## config.mk

```make
export PLATFORM = sky130hd
export DESIGN_NAME = overlay_line_allocator_flat
export DESIGN_NICKNAME = d
export VERILOG_FILES = /design/src/hw/rtl/olalloc_pkg.sv /design/src/hw/rtl/olalloc_if.sv /design/src/hw/rtl/overlay_line_allocator.sv /design/src/hw/rtl/olalloc_rem_unit.sv /design/src/flat_wrapper.sv
export SDC_FILE = /design/constraint.sdc
export NUM_CORES = 1
export LEC_CHECK = 0
export CAP_MARGIN = 20
export CORE_MARGIN = 4
export CORE_UTILIZATION = 58
export DETAILED_ROUTE_END_ITERATION = 8
export DONT_BUFFER_PORTS = 1
export HOLD_SLACK_MARGIN = 0.03
export PLACE_DENSITY = 0.74
export SLEW_MARGIN = 20
export SYNTH_ARGS = -nofsm -noshare
export SYNTH_HDL_FRONTEND = slang
export SYNTH_SLANG_ARGS = --single-unit
```

## constraint.sdc

```tcl
create_clock -name i_clk -period 8.3 [get_ports i_clk]
set_input_delay 0.415 -clock i_clk [delete_from_list [all_inputs] [get_ports i_clk]]
set_output_delay 0.415 -clock i_clk [all_outputs]
set_load 0.1 [all_outputs]
```

## src/hw/rtl/olalloc_pkg.sv

```systemverilog
`timescale 1ns / 1ps
`default_nettype none

package olalloc_pkg;

    localparam int MAX_LINES_DEF     = 64;
    localparam int PROBE_COUNT_DEF   = 10;
    localparam int RESTRICTED_PROBES = 5;

    localparam int PROBE_W  = 6;
    localparam int PROBES_W = 60;
    localparam int LINE_W   = 6;
    localparam int CNT_W    = PROBE_W + 1;
    localparam int KIND_W   = 2;

    localparam logic REQ_ALLOC   = 1'b0;
    localparam logic REQ_RELEASE = 1'b1;

    localparam logic [KIND_W-1:0] KIND_TOP_SCROLL    = 2'd0;
    localparam logic [KIND_W-1:0] KIND_BOTTOM_SCROLL = 2'd1;
    localparam logic [KIND_W-1:0] KIND_TOP_STATIC    = 2'd2;
    localparam logic [KIND_W-1:0] KIND_BOTTOM_STATIC = 2'd3;

    localparam logic [CNT_W-1:0] MIN_COUNT = 7'd2;

endpackage

`default_nettype wire

```

## src/hw/rtl/olalloc_if.sv

```systemverilog
`timescale 1ns / 1ps
`default_nettype none

interface olalloc_req_if;
    import olalloc_pkg::*;

    logic                valid;
    logic                ready;
    logic                req_type;
    logic [KIND_W-1:0]   kind;
    logic [LINE_W-1:0]   release_line;
    logic [PROBES_W-1:0] probe_bits;

    modport source (output valid, output req_type, output kind, output release_line,
                    output probe_bits, input ready);
    modport sink   (input valid, input req_type, input kind, input release_line,
                    input probe_bits, output ready);
endinterface

interface olalloc_res_if;
    import olalloc_pkg::*;

    logic              valid;
    logic              ready;
    logic              granted;
    logic [LINE_W-1:0] line;

    modport source (output valid, output granted, output line, input ready);
    modport sink   (input valid, input granted, input line, output ready);
endinterface

`default_nettype wire

```

## src/hw/rtl/overlay_line_allocator.sv

```systemverilog
`timescale 1ns / 1ps
`default_nettype none

// Flow: a scrolling request tries its probes in turn, each through the remainder unit, then FINISH;
//   a static request scans lines (one line a cycle), then FINISH; a release goes straight to FINISH.
// Throughput: one request at a time; the next is taken the cycle after the result registers,
//   even while that result still waits on the output.
// Reset (i_rst_n low, synchronous): both pools free, line_count 64, no result pending.
module overlay_line_allocator #(
    parameter int MAX_LINES   = olalloc_pkg::MAX_LINES_DEF,
    parameter int PROBE_COUNT = olalloc_pkg::PROBE_COUNT_DEF
) (
    input  logic                           i_clk,
    input  logic                           i_rst_n,
    input  logic                           i_cfg_we,
    input  logic [olalloc_pkg::CNT_W-1:0]  i_cfg_wdata,
    olalloc_req_if.sink                    i_req,
    olalloc_res_if.source                  o_res
);
    import olalloc_pkg::*;

    localparam int LW = (MAX_LINES > 1) ? $clog2(MAX_LINES) : 1;
    localparam int IW = (PROBE_COUNT > 1) ? $clog2(PROBE_COUNT) : 1;

    typedef enum logic [3:0] {
        S_IDLE   = 4'b0001,
        S_PROBE  = 4'b0010,
        S_SCAN   = 4'b0100,
        S_FINISH = 4'b1000
    } t_state;

    t_state               r_state, n_state;
    logic [CNT_W-1:0]     r_line_count, n_line_count;
    logic [MAX_LINES-1:0] r_scroll_busy, n_scroll_busy;
    logic [MAX_LINES-1:0] r_static_busy, n_static_busy;
    logic                 r_out_valid, n_out_valid;
    logic                 r_out_granted, n_out_granted;
    logic [LINE_W-1:0]    r_out_line, n_out_line;
    logic                 r_res_granted, n_res_granted;
    logic [LINE_W-1:0]    r_res_line, n_res_line;
    logic [KIND_W-1:0]    r_kind, n_kind;
    logic [IW-1:0]        r_idx, n_idx;
    logic [PROBES_W-1:0]  r_probes, n_probes;
    logic [LW-1:0]        r_scan, n_scan;

    logic [CNT_W-1:0]     w_count, w_half, w_last, w_n;
    logic                 w_restricted;
    logic                 rem_start, rem_busy;
    logic [PROBE_W-1:0]   rem_dividend, rem_out;
    logic [CNT_W-1:0]     rem_divisor;

    olalloc_rem_unit u_rem (
        .i_clk      (i_clk),
        .i_rst_n    (i_rst_n),
        .i_start    (rem_start),
        .i_dividend (rem_dividend),
        .i_divisor  (rem_divisor),
        .o_busy     (rem_busy),
        .o_rem      (rem_out)
    );

    always_comb begin
        w_count = r_line_count;
        if (w_count < MIN_COUNT) begin
            w_count = MIN_COUNT;
        end
        if (w_count > CNT_W'(MAX_LINES)) begin
            w_count = CNT_W'(MAX_LINES);
        end
        w_half = w_count >> 1;
        w_last = w_count - 1'b1;
        w_restricted = (32'(r_idx) < RESTRICTED_PROBES);
        w_n = (w_restricted && r_kind == KIND_BOTTOM_SCROLL) ?
              w_half + CNT_W'(rem_out) : CNT_W'(rem_out);
    end

    always_comb begin
        n_state       = r_state;
        n_line_count  = r_line_count;
        n_scroll_busy = r_scroll_busy;
        n_static_busy = r_static_busy;
        n_out_valid   = r_out_valid;
        n_out_granted = r_out_granted;
        n_out_line    = r_out_line;
        n_res_granted = r_res_granted;
        n_res_line    = r_res_line;
        n_kind        = r_kind;
        n_idx         = r_idx;
        n_probes      = r_probes;
        n_scan        = r_scan;
        rem_start     = 1'b0;
        rem_dividend  = r_probes[2*PROBE_W-1:PROBE_W];
        rem_divisor   = (32'(r_idx) + 32'd1 < RESTRICTED_PROBES) ? w_half : w_count;

        if (i_cfg_we) begin
            n_line_count = i_cfg_wdata;
        end
        if (r_out_valid && o_res.ready) begin
            n_out_valid = 1'b0;
        end

        unique case (r_state)
            S_IDLE: begin
                if (i_req.valid) begin
                    n_kind = i_req.kind;
                    if (i_req.req_type == REQ_RELEASE) begin
                        if ({1'b0, i_req.release_line} < w_count) begin
                            if (i_req.kind[1]) begin
                                n_static_busy[i_req.release_line[LW-1:0]] = 1'b0;
                            end else begin
                                n_scroll_busy[i_req.release_line[LW-1:0]] = 1'b0;
                            end
                        end
                        n_res_granted = 1'b0;
                        n_res_line    = '0;
                        n_state       = S_FINISH;
                    end else if (!i_req.kind[1]) begin
                        // first probe is always restricted to one half
                        n_probes     = i_req.probe_bits;
                        n_idx        = '0;
                        rem_start    = 1'b1;
                        rem_dividend = i_req.probe_bits[PROBE_W-1:0];
                        rem_divisor  = (RESTRICTED_PROBES > 0) ? w_half : w_count;
                        n_state      = S_PROBE;
                    end else begin
                        n_scan  = (i_req.kind == KIND_TOP_STATIC) ? '0 : w_last[LW-1:0];
                        n_state = S_SCAN;
                    end
                end
            end
            S_PROBE: begin
                if (!rem_busy) begin
                    if (!r_scroll_busy[w_n[LW-1:0]]) begin
                        n_scroll_busy[w_n[LW-1:0]] = 1'b1;
                        n_res_granted = 1'b1;
                        n_res_line    = LINE_W'(w_n[LW-1:0]);
                        n_state       = S_FINISH;
                    end else if (r_idx == IW'(PROBE_COUNT - 1)) begin
                        n_res_granted = 1'b0;
                        n_res_line    = '0;
                        n_state       = S_FINISH;
                    end else begin
                        n_idx     = r_idx + 1'b1;
                        n_probes  = r_probes >> PROBE_W;
                        rem_start = 1'b1;
                    end
                end
            end
            S_SCAN: begin
                if (!r_static_busy[r_scan]) begin
                    n_static_busy[r_scan] = 1'b1;
                    n_res_granted = 1'b1;
                    n_res_line    = LINE_W'(r_scan);
                    n_state       = S_FINISH;
                end else if ((r_kind == KIND_TOP_STATIC) ?
                             (CNT_W'(r_scan) == w_last) : (r_scan == '0)) begin
                    n_res_granted = 1'b0;
                    n_res_line    = '0;
                    n_state       = S_FINISH;
                end else if (r_kind == KIND_TOP_STATIC) begin
                    n_scan = r_scan + 1'b1;
                end else begin
                    n_scan = r_scan - 1'b1;
                end
            end
            S_FINISH: begin
                if (!r_out_valid || o_res.ready) begin
                    n_out_valid   = 1'b1;
                    n_out_granted = r_res_granted;
                    n_out_line    = r_res_line;
                    n_state       = S_IDLE;
                end
            end
            default: begin
                n_state = S_IDLE;
            end
        endcase
    end

    always_ff @(posedge i_clk) begin
        if (!i_rst_n) begin
            r_state       <= S_IDLE;
            r_line_count  <= CNT_W'(MAX_LINES_DEF);
            r_scroll_busy <= '0;
            r_static_busy <= '0;
            r_out_valid   <= 1'b0;
        end else begin
            r_state       <= n_state;
            r_line_count  <= n_line_count;
            r_scroll_busy <= n_scroll_busy;
            r_static_busy <= n_static_busy;
            r_out_valid   <= n_out_valid;
        end
    end

    always_ff @(posedge i_clk) begin
        r_out_granted <= n_out_granted;
        r_out_line    <= n_out_line;
        r_res_granted <= n_res_granted;
        r_res_line    <= n_res_line;
        r_kind        <= n_kind;
        r_idx         <= n_idx;
        r_probes      <= n_probes;
        r_scan        <= n_scan;
    end

    assign i_req.ready   = (r_state == S_IDLE);
    assign o_res.valid   = r_out_valid;
    assign o_res.granted = r_out_granted;
    assign o_res.line    = r_out_line;

`ifndef SYNTHESIS
    a_grant_in_range: assert property (@(posedge i_clk) disable iff (!i_rst_n)
        o_res.valid && o_res.granted |-> ({1'b0, o_res.line} < w_count))
        else $error("granted line beyond line count");
    a_deny_zero_line: assert property (@(posedge i_clk) disable iff (!i_rst_n)
        o_res.valid && !o_res.granted |-> (o_res.line == '0))
        else $error("denied result carries a line");
    a_accept_leaves_idle: assert property (@(posedge i_clk) disable iff (!i_rst_n)
        i_req.valid && i_req.ready |=> (r_state != S_IDLE))
        else $error("request accepted but sequencer stayed idle");
`endif

endmodule

`default_nettype wire

```

## src/hw/rtl/olalloc_rem_unit.sv

```systemverilog
`timescale 1ns / 1ps
`default_nettype none

// Restoring remainder: one dividend bit per cycle, through all PROBE_W dividend bits per start.
module olalloc_rem_unit (
    input  logic                             i_clk,
    input  logic                             i_rst_n,
    input  logic                             i_start,
    input  logic [olalloc_pkg::PROBE_W-1:0]  i_dividend,
    input  logic [olalloc_pkg::CNT_W-1:0]    i_divisor,
    output logic                             o_busy,
    output logic [olalloc_pkg::PROBE_W-1:0]  o_rem
);
    import olalloc_pkg::*;

    localparam int STEP_W = $clog2(PROBE_W + 1);

    logic [STEP_W-1:0]  r_cnt, n_cnt;
    logic [PROBE_W-1:0] r_rem, n_rem;
    logic [PROBE_W-1:0] r_dvd, n_dvd;
    logic [CNT_W-1:0]   r_divisor, n_divisor;
    logic [CNT_W-1:0]   w_trial;

    always_comb begin
        n_cnt     = r_cnt;
        n_rem     = r_rem;
        n_dvd     = r_dvd;
        n_divisor = r_divisor;
        w_trial   = {r_rem, r_dvd[PROBE_W-1]};
        if (w_trial >= r_divisor) begin
            w_trial = w_trial - r_divisor;
        end
        if (i_start) begin
            n_cnt     = STEP_W'(PROBE_W);
            n_rem     = '0;
            n_dvd     = i_dividend;
            n_divisor = i_divisor;
        end else if (r_cnt != '0) begin
            // trial result is below the divisor, so it fits in PROBE_W bits
            n_rem = w_trial[PROBE_W-1:0];
            n_dvd = {r_dvd[PROBE_W-2:0], 1'b0};
            n_cnt = r_cnt - 1'b1;
        end
    end

    always_ff @(posedge i_clk) begin
        if (!i_rst_n) begin
            r_cnt <= '0;
        end else begin
            r_cnt <= n_cnt;
        end
    end

    always_ff @(posedge i_clk) begin
        r_rem     <= n_rem;
        r_dvd     <= n_dvd;
        r_divisor <= n_divisor;
    end

    assign o_busy = (r_cnt != '0);
    assign o_rem  = r_rem;

`ifndef SYNTHESIS
    a_rem_below_divisor: assert property (@(posedge i_clk) disable iff (!i_rst_n)
        $fell(o_busy) && (r_divisor != '0) |-> ({1'b0, o_rem} < r_divisor))
        else $error("remainder not below divisor");
    a_start_busy: assert property (@(posedge i_clk) disable iff (!i_rst_n)
        i_start |=> o_busy)
        else $error("start did not make unit busy");
    a_step_count: assert property (@(posedge i_clk) disable iff (!i_rst_n)
        o_busy && !i_start |=> r_cnt == $past(r_cnt) - 1'b1)
        else $error("step counter skipped");
`endif

endmodule

`default_nettype wire
```

## src/flat_wrapper.sv

```systemverilog
// flat-port wrapper written by rule: the top's interface ports become plain ports
module overlay_line_allocator_flat import olalloc_pkg::*;
#(
    parameter int MAX_LINES   = olalloc_pkg::MAX_LINES_DEF,
    parameter int PROBE_COUNT = olalloc_pkg::PROBE_COUNT_DEF
)
  (i_clk, i_rst_n, i_cfg_we, i_cfg_wdata, i_req_valid, i_req_req_type, i_req_kind, i_req_release_line, i_req_probe_bits, i_req_ready, o_res_valid, o_res_granted, o_res_line, o_res_ready);
  olalloc_req_if i_req_i ();
  olalloc_res_if o_res_i ();
  input  logic i_clk;
  input  logic i_rst_n;
  input  logic i_cfg_we;
  input  logic [olalloc_pkg::CNT_W-1:0] i_cfg_wdata;
  input wire logic [$bits(i_req_i.valid)-1:0] i_req_valid;
  input wire logic [$bits(i_req_i.req_type)-1:0] i_req_req_type;
  input wire logic [$bits(i_req_i.kind)-1:0] i_req_kind;
  input wire logic [$bits(i_req_i.release_line)-1:0] i_req_release_line;
  input wire logic [$bits(i_req_i.probe_bits)-1:0] i_req_probe_bits;
  output wire logic [$bits(i_req_i.ready)-1:0] i_req_ready;
  output wire logic [$bits(o_res_i.valid)-1:0] o_res_valid;
  output wire logic [$bits(o_res_i.granted)-1:0] o_res_granted;
  output wire logic [$bits(o_res_i.line)-1:0] o_res_line;
  input wire logic [$bits(o_res_i.ready)-1:0] o_res_ready;
  assign i_req_i.valid = i_req_valid;
  assign i_req_i.req_type = i_req_req_type;
  assign i_req_i.kind = i_req_kind;
  assign i_req_i.release_line = i_req_release_line;
  assign i_req_i.probe_bits = i_req_probe_bits;
  assign i_req_ready = i_req_i.ready;
  assign o_res_valid = o_res_i.valid;
  assign o_res_granted = o_res_i.granted;
  assign o_res_line = o_res_i.line;
  assign o_res_i.ready = o_res_ready;
  overlay_line_allocator #(.MAX_LINES(MAX_LINES), .PROBE_COUNT(PROBE_COUNT)) u_core (.i_clk(i_clk), .i_rst_n(i_rst_n), .i_cfg_we(i_cfg_we), .i_cfg_wdata(i_cfg_wdata), .i_req(i_req_i), .o_res(o_res_i));
endmodule
```

==> results by group, run 1 <==
Layout
  • FF+latch area: 0.00578 mm²
  • Design area: roughly 0.014 mm²
  • Number of fill cells: 1,920
  • Share of cells above drive strength 1: between 6 and 7%
  • Antenna fix cells: 0
  • Core Util, Final: 62.8%
  • Area of the multi-input gates: 0.00686 mm²
  • Final net count: 1,539
  • Synthesis-to-finish area growth: 7.04%
  • Most frequent cells in the layout: nand2_1 (259), dfxtp_1 (149), o21ai_0 (95)
  • Commonest non-fill, non-tap cell in the layout: nand2_1

Floorplan
  • FP Rows: 55
  • Ports: 90
  • Initial Utilization: 58.7%
  • Die area: approximately 0.025 mm²
  • Core ar.: 0.0226 mm²
  • Die width: 159 µm
  • Die extent in y: roughly 160 µm

Worst setup path
  • CP endpoint: u_core.r_probes[51]$_DFFE_PP_
  • CP required: 8.51 ns
  • Critical path class: flip-flop to flip-flop
  • Worst r2r src: u_core.r_line_count[6]$_SDFFE_PN1P_
  • Worst r2r dst: u_core.r_probes[51]$_DFFE_PP_
  • Worst r2r path cells: 13
  • Worst EP arrival: 6.37 ns
  • Worst reg-to-reg setup slack: between 2 and 2.5 ns
  • Most frequent CP cell: inv_1
  • Worst path cell trace: inv_1 > nand2_1 > inv_1 > ha_1 > fa_1 > nor2_1 > a31oi_2 > o22ai_1 > or4_1 > nand3_1 > nand4_1 > o21ai_4 > buf_4
  • Max stage delay on crit path: approximately 0.95 ns
  • Critical Path Sink Type: flip-flop
  • CP max FO: 34
  • Crit path launch: u_core.r_line_count[6]$_SDFFE_PN1P_
  • Max stage delay cell, worst path: fa_1
  • Setup crit start kind: flip-flop

GRT
  • Pin count of the biggest net entering global routing: ~150
  • Vias in the first global route: 11,060
  • Grt total ovfl: 0
  • Antenna violations before repair: 1
  • First-pass GRT wire length: 62,800 µm
  • GRT Overall Usage: 30.6%

Placement
  • Placed Area: 0.0133 mm²
  • Post-place setup slack: just over 2 ns
  • HPWL reported at the end of detailed placement: 27,400 µm
  • Number of port buffers: 0
  • Placer Congestion: just under 1

Logic synthesis
  • Warnings from Yosys: 0
  • Synth Net Count: between 1,500 and 2,000
  • Synth cell types: 80
  • Register area share after synthesis: 43.6%
  • Ys flop type: dfxtp_1
  • Register bit count reported by yosys: roughly 240
  • Asr flop ratio synth: 0%
  • Syn Area/Cell: ~8.9 µm²
  • Post-synth EDFFs: 93
  • Post-synthesis cell area: 0.0132 mm²
  • Cells after Synth: around 1,500

CTS
  • CTS clk-pin slew, worst paths: around 0.060 ns
  • CTS tree: yes
  • Bufs on Longest Clock Path: 3
  • CTS root buf: clkbuf_16
  • Clock Sinks: 242
  • Worst-Skew Late Latency: 0.55 ns
  • Resize count post-CTS: 0
  • Total CTS buffers: 27
  • Hold_buf cts: 4
  • Post-CTS setup buffers: 0
  • CTS H-tree depth: 1

Detailed routing
  • DR WL/cell: approximately 23 µm
  • DRT Wirelength: 40,600 µm
  • Drt drc: 0
  • DRT iter0 DRCs: 1,358
  • Via count: 11,914
  • ANT nets after route: 0
  • Drt pass-1 iters: 8
  • DR vias/cell: 6.87

Timing
  • Maximum clock frequency: 162 MHz
  • Final setup vio count: 0
  • Worst slew margin: about a quarter
  • Slew @ Worst Pin: 1.12 ns
  • Final Cycle Share: 74.2%
  • Final Hold Violating Endpoints: 0
  • RSZ-0062 raised after global routing: false
  • Fin crit period: around 6.2 ns
  • Max Slew Vio Count: 0
  • Fin Setup TNS: 0 ns
  • Worst Skew: 0.0120 ns
  • Fin worst setup slack: between 2 and 2.5 ns

Pwr
  • Worst vdd ir: 218 µV
  • Leak: 5.05 nW
  • Pwr dens: 297 mW/mm²
  • Final Power: around 4.2 mW

Hold path
  • Worst Hold Class: primary input to flip-flop

Status
  • Outcome: finished clean

Job
  • Max Cap Violations: 0
-- how the worst min path moves through the flow --
| stage | slack [ns] | end | cells past startpoint | startpoint |
|---|---|---|---|---|
| floorplan | 0.40 | u_core.o_res.granted$_DFFE_PP_ | 0 | u_core.r_res_granted$_DFFE_PP_ |
| detailed placement | 0.41 | u_core.o_res.line[0]$_DFFE_PP_ | 0 | u_core.r_res_line[0]$_DFFE_PP_ |
| finish | 0.04 | u_core.r_line_count[0]$_SDFFE_PN0P_ | 2 | i_cfg_wdata[0] |
| global route | 0.05 | u_core.r_probes[48]$_DFFE_PP_ | 2 | i_req_probe_bits[48] |
| CTS | 0.03 | u_core.r_probes[28]$_DFFE_PP_ | 2 | i_req_probe_bits[28] |
| global placement | 0.41 | u_core.o_res.granted$_DFFE_PP_ | 0 | u_core.r_res_granted$_DFFE_PP_ |
-- cell usage after synthesis, types with 27 or more instances --
master	n	area share, %
a21boi_0	48	2.7
edfxtp_1	93	21
o21ai_0	97	3.7
ha_1	27	2.6
inv_1	43	1.2
nor3_1	29	1.1
nand3_1	50	1.9
a21oi_1	37	1.4
mux2i_1	34	2.6
dfxtp_1	149	23
o31ai_1	59	3.3
nor2_1	69	2.0
nand2_1	259	7.3
clkbuf_1	69	2.0
o211ai_1	70	4.0
-- sequential cells by signal, summed over array words and instances, names as in the netlist --
register,cells
u_core.r_probes,54
u_core.r_static_busy,64
u_core.u_rem.r_divisor,7
u_core.u_rem.r_cnt,3
u_core.r_line_count,7
u_core.o_res.valid,1
u_core.r_state,4
u_core.r_kind,2
u_core.r_res_line,6
u_core.r_idx,4
u_core.r_res_granted,1
u_core.u_rem.o_rem,6
u_core.u_rem.r_dvd,6
u_core.r_scan,6
u_core.r_scroll_busy,64
u_core.o_res.granted,1
u_core.o_res.line,6
-- power by group --
group	internal (mW)	total (mW)	switching [mW]	leakage, nW
Clock	0.664	1.16	0.495	0.410
Sequential	1.39	1.50	0.116	2.06
Combinational	0.475	1.55	1.07	2.57
Total	2.53	4.21	1.68	5.05
-- final cells by class --
| class | count | share of cell area (%) |
|---|---|---|
| Clock buffer | 35 | 5.27 |
| Clock inverter | 15 | 0.741 |
| Inverter | 45 | 1.19 |
| Multi-Input combinational cell | 1091 | 48.4 |
| Sequential cell | 242 | 40.7 |
| Tap cell | 285 | 2.51 |
| Timing Repair Buffer | 21 | 1.18 |
-- stage by stage --
step / hold slack (ns) / cells
final: 0.0402 / 1734
after detailed placement: 0.408 / 1680
after floorplan: 0.400 / 1484
after global placement: 0.406 / 1680
after CTS: 0.0343 / 1734
after global routing: 0.0464 / 1734
-- worst max-delay path, delay by kind of cell, from the launching register on --
family,cells,cell delay (ns)
compound gates,3,1.77
fa+ha+maj,2,1.17
buf+inv,3,0.82
flops,1,0.60
simple gates,5,1.45
-- cells by family (layout without fill, tap and decap cells) --
kind of cell / after synthesis / after routing / share of synthesized area (%)
compound gates: 452 / 452 / 23.4
xor+xnor: 20 / 20 / 1.32
fa+ha+maj: 30 / 30 / 3.00
buf+inv: 151 / 116 / 4.85
flops: 242 / 242 / 43.6
mux: 52 / 52 / 4.61
simple gates: 537 / 537 / 19.2
-- metal layers --
layer  wire, µm  GRT usage (%)
met4       1700           11.9
met2      17600           46.0
met3       4740           7.66
met1      16500           42.7
met5         12              0
(Power assumes the default switching activity.)
==> run 2, diff against run 1 <==
Clock period 8.3 ns to 5.01 ns, I/O delays scaled along.
==> run 2 against run 1 <==
  * First-iteration DRC count increased by 23%
  * Die area unchanged
  * Wire length up 6.2%
  * Largest cell class unchanged
  * Largest power group unchanged
==> results by group, run 2 (same netlist as run 1, synthesis figures left out) <==
Worst setup path
  • Worst r2r src: u_core.r_line_count[6]$_SDFFE_PN1P_
  • Worst r2r dst: u_core.r_scroll_busy[19]$_SDFFE_PN0P_
  • Worst r2r path cells: 15 (+2)
  • Setup crit start kind: flip-flop
  • Worst EP arrival: 5.20 ns (-1.17 ns)
  • Critical Path Sink Type: flip-flop
  • Critical path class: flip-flop to flip-flop
  • Worst reg-to-reg setup slack: 0.21 ns (-1.93 ns)
  • CP max FO: 51 (+50%)
  • CP required: 5.41 ns (-3.10 ns)

Timing
  • Final Hold Violating Endpoints: 0 (unchanged)
  • Fin worst setup slack: 0.210 ns (-1.93 ns)
  • Final Cycle Share: 95.8% (+22 points)
  • Fin crit period: 4.80 ns (-1.36 ns)
  • Final setup vio count: 0 (unchanged)
  • Min Hold Slack: 0.0443 ns (+0.00413 ns)
  • Max Slew Vio Count: 0 (unchanged)
  • RSZ-0062 raised after global routing: false
  • Slew @ Worst Pin: 1.05 ns (-0.0688 ns)
  • Maximum clock frequency: 208 MHz (+28%)
  • Worst Skew: 0.0173 ns (+0.00529 ns)
  • Fin Setup TNS: 0 ns (unchanged)
  • Worst slew margin: 30.1% (+4.9 points)

Detailed routing
  • DRT Wirelength: 43,100 µm (+6.2%)
  • DR WL/cell: 23.6 µm (+0.65%)
  • DR vias/cell: 6.75 (-1.7%)
  • DRT iter0 DRCs: 1,671 (+23%)
  • Drt pass-1 iters: 6 (-2)
  • ANT nets after route: 0 (unchanged)
  • Via count: 12,347 (+3.6%)
  • Drt drc: 0 (unchanged)

Layout
  • Biggest regs: u_core.r_scroll_busy x64, u_core.r_static_busy x64, u_core.r_probes x54
  • Final net count: 1,634 (+6.2%)
  • Most frequent cells in the layout: nand2_1 (258), dfxtp_1 (149), o21ai_0 (95)
  • Synthesis-to-finish area growth: 15.0%
  • Commonest non-fill, non-tap cell in the layout: nand2_1
  • Core Util, Final: 67.5% (+4.7 points)
  • Share of cells above drive strength 1: 8.49% (+1.7 points)

Placement
  • Number of port buffers: 0 (unchanged)
  • HPWL reported at the end of detailed placement: 27,900 µm (+1.8%)
  • Post-place setup slack: 0.346 ns (-1.69 ns)
  • Placer Congestion: 0.968 (-1.4%)

CTS
  • CTS clk-pin slew, worst paths: 0.06 ns (about the same)
  • Bufs on Longest Clock Path: 3 (unchanged)
  • Worst-Skew Late Latency: 0.55 ns (about the same)
  • CTS H-tree depth: 1 (unchanged)
  • Post-CTS setup buffers: 0 (unchanged)
  • CTS tree: yes
  • CTS root buf: clkbuf_16
  • Total CTS buffers: 27 (unchanged)
  • Clock Sinks: 242 (unchanged)

Floorplan
  • Ports: 90 (unchanged)
  • FP Rows: 55 (unchanged)
  • Core ar.: 0.0226 mm² (unchanged)
  • Die area: 0.0253 mm² (unchanged)
  • Initial Utilization: 58.7% (unchanged)
  • Die width: 159 µm (unchanged)
  • Die extent in y: 159 µm (unchanged)

Hold path
  • Worst hold path endpoint: u_core.o_res.valid$_SDFF_PN0_
  • Worst Hold Class: primary input to flip-flop
  • Worst Hold Path Cells: 2 (unchanged)
  • Hold Path Origin: o_res_ready

Pwr
  • Pwr dens: 492 mW/mm² (+66%)
  • Leak: 5.54 nW (+9.8%)
  • Worst vdd ir: 300 µV (+38%)

GRT
  • Grt total ovfl: 0 (unchanged)
  • Pin count of the biggest net entering global routing: 146 (+0.69%)
  • Antenna violations before repair: 1 (unchanged)
  • First-pass GRT wire length: 68,200 µm (+8.6%)
  • Vias in the first global route: 11,956 (+8.1%)
  • GRT Overall Usage: 33.2% (+2.6 points)

Status
  • Outcome: finished clean

Job
  • Max Cap Violations: 0 (unchanged)
-- run 2: changes by cell type in the layout (fill, tap and decap cells not counted), sizes merged --
cell	change
bufinv	+3
clkinv	-5
dlygate4sd3	+69
diode	+1
clkbuf	+3
buf	+26
clkinvlp	-2
-- run 2: layer usage --
layer	track usage [%]	up-vias	part of all wire, %
met3	8.83	104	13
li1	-	5566	-
met5	0	-	0
met1	46.1	5883	40
met4	8.76	0	2.9
met2	51.9	794	44
-- run 2: worst max-delay path by stage --
stage	to	cells after the start	slack (ns)	startpoint
floorplan	u_core.r_idx[0]$_SDFFCE_PN0P_	14	0.12	u_core.r_line_count[2]$_SDFFE_PN0P_
global placement	u_core.r_probes[56]$_SDFFCE_PP0P_	15	0.39	u_core.r_line_count[6]$_SDFFE_PN1P_
detailed placement	u_core.r_scroll_busy[27]$_SDFFE_PN0P_	16	0.35	u_core.r_line_count[3]$_SDFFE_PN0P_
CTS	u_core.r_scroll_busy[27]$_SDFFE_PN0P_	16	0.29	u_core.r_line_count[3]$_SDFFE_PN0P_
global route	u_core.r_scroll_busy[19]$_SDFFE_PN0P_	15	0.005	u_core.r_line_count[6]$_SDFFE_PN1P_
finish	u_core.r_scroll_busy[19]$_SDFFE_PN0P_	15	0.21	u_core.r_line_count[6]$_SDFFE_PN1P_
-- run 2: power breakdown --
group          internal, mW  total [mW]  leakage (nW)  switching, mW
logic                 0.943        2.79          2.99           1.85
registers              2.30        2.51          2.06          0.218
clock network          1.36        2.20         0.487          0.839
total                  4.60        7.50          5.54           2.91
-- run 2: layout make-up --
class	instances	area (µm²)
Antenna cell	1	2.50
Fill cell	1793	7340
Clock buffer	38	830
Tap cell	285	357
Timing Repair Buffer	116	1090
Inverter	45	169
Clock inverter	11	164
Sequential cell	242	5780
Multi-Input combinational cell	1091	6850
-- run 2: per-stage QoR --
stage,area (µm²),total power [mW],std cells
2_1_floorplan,13300,4.34,1484
3_3_place_gp,13500,5.12,1705
3_5_place_dp,13500,5.15,1705
4_1_cts,15200,7.39,1828
5_1_grt,15200,7.82,1829
6_report,15200,7.50,1829
-- run 2: what timing repair did --
action | 4_1_cts | 5_1_grt
hold buffers | 74 | 0
gates resized for setup | 0 | 3
endpoints found under the setup margin | 0 | 78
hold endpoints to repair | 205 | 0
-- run 2: worst max-delay path, stage by stage (launching register included) --
cell	delay [ns]
dfxtp_1	0.62
inv_1	0.11
buf_4	0.20
nand2_1	0.15
inv_1	0.10
ha_1	0.35
and3_1	0.23
a221oi_1	0.41
mux2_2	0.41
xnor2_1	0.35
or2_0	0.45
or3_1	0.20
and4_1	0.25
a21o_1	0.13
buf_4	0.47
o21ai_0	0.20
==> run 3, diff against run 2 <==
Settings changed: CORE_UTILIZATION 58 to 61, PLACE_DENSITY 0.74 to 0.75.
Clock period 5.01 ns to 4.7 ns, I/O delays scaled along.
==> run 3 against run 2 <==
  * Clock power hardly changed
  * Worst setup slack better by 0.019 ns
  * Clock-buffer cell count is 9 lower
  * Sequential cell count stayed put
  * Critical path type unchanged
  * Critical path depth is 1 higher
  * Die area is 4.7% lower
  * Non-clock buffer count is 15 higher
  * Sequential share of layout area is 0.15 points lower
==> results by group, run 3 (same netlist as run 1, synthesis figures left out) <==
Timing
  • Final Cycle Share: 95.1% (-0.69 points)
  • Max Slew Vio Count: 0 (unchanged)
  • RSZ-0062 raised after global routing: false
  • Slew @ Worst Pin: 0.971 ns (-0.0765 ns)
  • Maximum clock frequency: 224 MHz (+7.4%)
  • Worst Skew: 0.0155 ns (-0.00176 ns)
  • Fin crit period: 4.47 ns (-0.329 ns)
  • Worst slew margin: 35.2% (+5.0 points)
  • Fin Setup TNS: 0 ns (unchanged)
  • Final Hold Violating Endpoints: 0 (unchanged)
  • Final setup vio count: 0 (unchanged)
  • Fin worst setup slack: 0.230 ns (+0.0192 ns)

Hold path
  • Worst Hold Class: primary input to flip-flop
  • Hold Path Origin: i_req_release_line[1]

Detailed routing
  • DRT Wirelength: 42,700 µm (-1.0%)
  • Drt drc: 0 (unchanged)
  • DR WL/cell: 23.3 µm (-1.2%)
  • DR vias/cell: 6.76 (+0.16%)
  • Via count: 12,394 (+0.38%)
  • DRT iter0 DRCs: 1,561 (-6.6%)
  • ANT nets after route: 0 (unchanged)
  • Drt pass-1 iters: 5 (-1)

CTS
  • Clock Sinks: 242 (unchanged)
  • Total CTS buffers: 27 (unchanged)
  • CTS root buf: clkbuf_16
  • Worst-Skew Late Latency: 0.54 ns (about the same)
  • CTS H-tree depth: 1 (unchanged)
  • CTS tree: yes
  • Bufs on Longest Clock Path: 3 (unchanged)
  • CTS clk-pin slew, worst paths: 0.06 ns (about the same)

Worst setup path
  • Setup crit start kind: flip-flop
  • Crit path launch: u_core.r_line_count[2]$_SDFFE_PN0P_
  • Worst path cell trace: or4_4 > nand2b_1 > nand2_1 > inv_1 > ha_1 > fa_2 > nor2b_1 > nand4_1 > o31a_1 > o22ai_1 > nor4_1 > a311o_1 > and4_2 > a21o_2 > buf_12 > o31ai_1
  • Worst r2r src: u_core.r_line_count[2]$_SDFFE_PN0P_
  • Critical Path Sink Type: flip-flop
  • CP max FO: 45 (-12%)
  • Max stage delay on crit path: 0.61 ns (about the same)
  • Max stage delay cell, worst path: fa_2
  • CP required: 5.10 ns (-0.31 ns)
  • Critical path class: flip-flop to flip-flop
  • Worst EP arrival: 4.87 ns (-0.33 ns)

Floorplan
  • Die area: 0.0241 mm² (-4.7%)
  • Die extent in y: 155 µm (-2.4%)
  • Die width: 155 µm (-2.4%)
  • Ports: 90 (unchanged)
  • Core ar.: 0.0212 mm² (-6.0%)
  • Initial Utilization: 62.4% (+3.7 points)
  • FP Rows: 53 (-3.6%)

Pwr
  • Pwr dens: 517 mW/mm² (+4.9%)
  • Final Power: 7.90 mW (+5.3%)
  • Leak: 5.58 nW (+0.59%)
  • Worst vdd ir: 385 µV (+28%)

Layout
  • Number of fill cells: 1,603 (-11%)
  • Most frequent cells in the layout: nand2_1 (258), dfxtp_1 (149), o21ai_0 (95)
  • Core Util, Final: 72.1% (+4.6 points)
  • Biggest regs: u_core.r_scroll_busy x64, u_core.r_static_busy x64, u_core.r_probes x54
  • Share of cells above drive strength 1: 9.63% (+1.1 points)
  • Final Non-Filler Cells: 1,833 (+0.22%)
  • Antenna fix cells: 0 (-1)
  • Final net count: 1,649 (+0.92%)
  • Commonest non-fill, non-tap cell in the layout: nand2_1
  • Synthesis-to-finish area growth: 15.5%

Placement
  • Number of port buffers: 0 (unchanged)
  • # placed instances: 1,710 (+0.29%)
  • HPWL reported at the end of detailed placement: 28,000 µm (+0.27%)
  • Post-place setup slack: 0.162 ns (-0.184 ns)
  • Placer Congestion: 1.02 (+5.2%)

GRT
  • Vias in the first global route: 12,190 (+2.0%)
  • First-pass GRT wire length: 66,600 µm (-2.4%)
  • Pin count of the biggest net entering global routing: 148 (+1.4%)
  • GRT Overall Usage: 34.6% (+1.4 points)
  • Grt total ovfl: 0 (unchanged)
  • Antenna violations before repair: 0 (-1)

Job
  • Max Cap Violations: 0 (unchanged)

Status
  • Outcome: finished clean
==> run 3: cell types whose count changed in the layout (fill, tap and decap cells not counted), sizes merged, moves of 2 or more <==
| cell | change |
|---|---|
| clkbuf | -9 |
| inv | -2 |
| clkinv | +8 |
| clkinvlp | +2 |
| buf | +15 |
==> run 3: timing repair <==
item / 4_1_cts / 5_1_grt
hold buffers: 74 / 0
resized for setup: 0 / 6
endpoints found under the setup margin: 0 / 129
buffers inserted: 0 / 0
endpoints found under the hold margin: 207 / 0
==> run 3: path summary, 6_finish.rpt <==
check / end / slack [ns] / depth (start not counted)
max: u_core.r_scroll_busy[9]$_SDFFE_PN0P_ / 0.23 / 16
min: u_core.r_static_busy[15]$_SDFFE_PN0P_ / 0.05 / 3
max reg2reg: u_core.r_scroll_busy[9]$_SDFFE_PN0P_ / 0.23 / 16
min reg2reg: u_core.o_res.granted$_DFFE_PP_ / 0.42 / 0
==> run 3: critical path: cells and delay by family, from the launching register on <==
kind,cells,cell delay (ns)
AO/OA/AOI/OAI,5,1.04
adder cells (fa/ha/maj),2,0.82
buffers and inverters,2,0.32
flip-flops,1,0.31
AND/OR/NAND/NOR,7,1.80
==> run 3: power by group <==
group / internal, mW / switching [mW]
clock: 1.32 / 0.870
sequential: 2.45 / 0.252
combinational: 1.05 / 1.96
==> run 3: through the flow <==
step	area, µm²	hold WS, ns
after floorplan	13300	0.334
after global placement	13600	0.335
after detailed placement	13600	0.335
after CTS	15300	0.0361
after global routing	15300	0.0726
final	15300	0.0479
==> run 3: final cells by class <==
class	instances	area (µm²)	share of cell area [%]
Sequential cell	242	5780	37.8
Tap cell	275	344	2.25
Inverter	45	169	1.10
Multi-Input combinational cell	1091	6890	45.0
Clock buffer	29	683	4.47
Clock inverter	20	229	1.50
Timing Repair Buffer	131	1210	7.90
==> run 3: layer usage <==
| metal | GRT usage (%) | wire length (µm) | vias to the layer above |
|---|---|---|---|
| met3 | 6.01 | 4330 | 150 |
| met1 | 44.6 | 16000 | 5886 |
| met2 | 57.8 | 20400 | 763 |
| met5 | 0 | 0 | - |
| li1 | - | - | 5595 |
| met4 | 14.4 | 1940 | 0 |
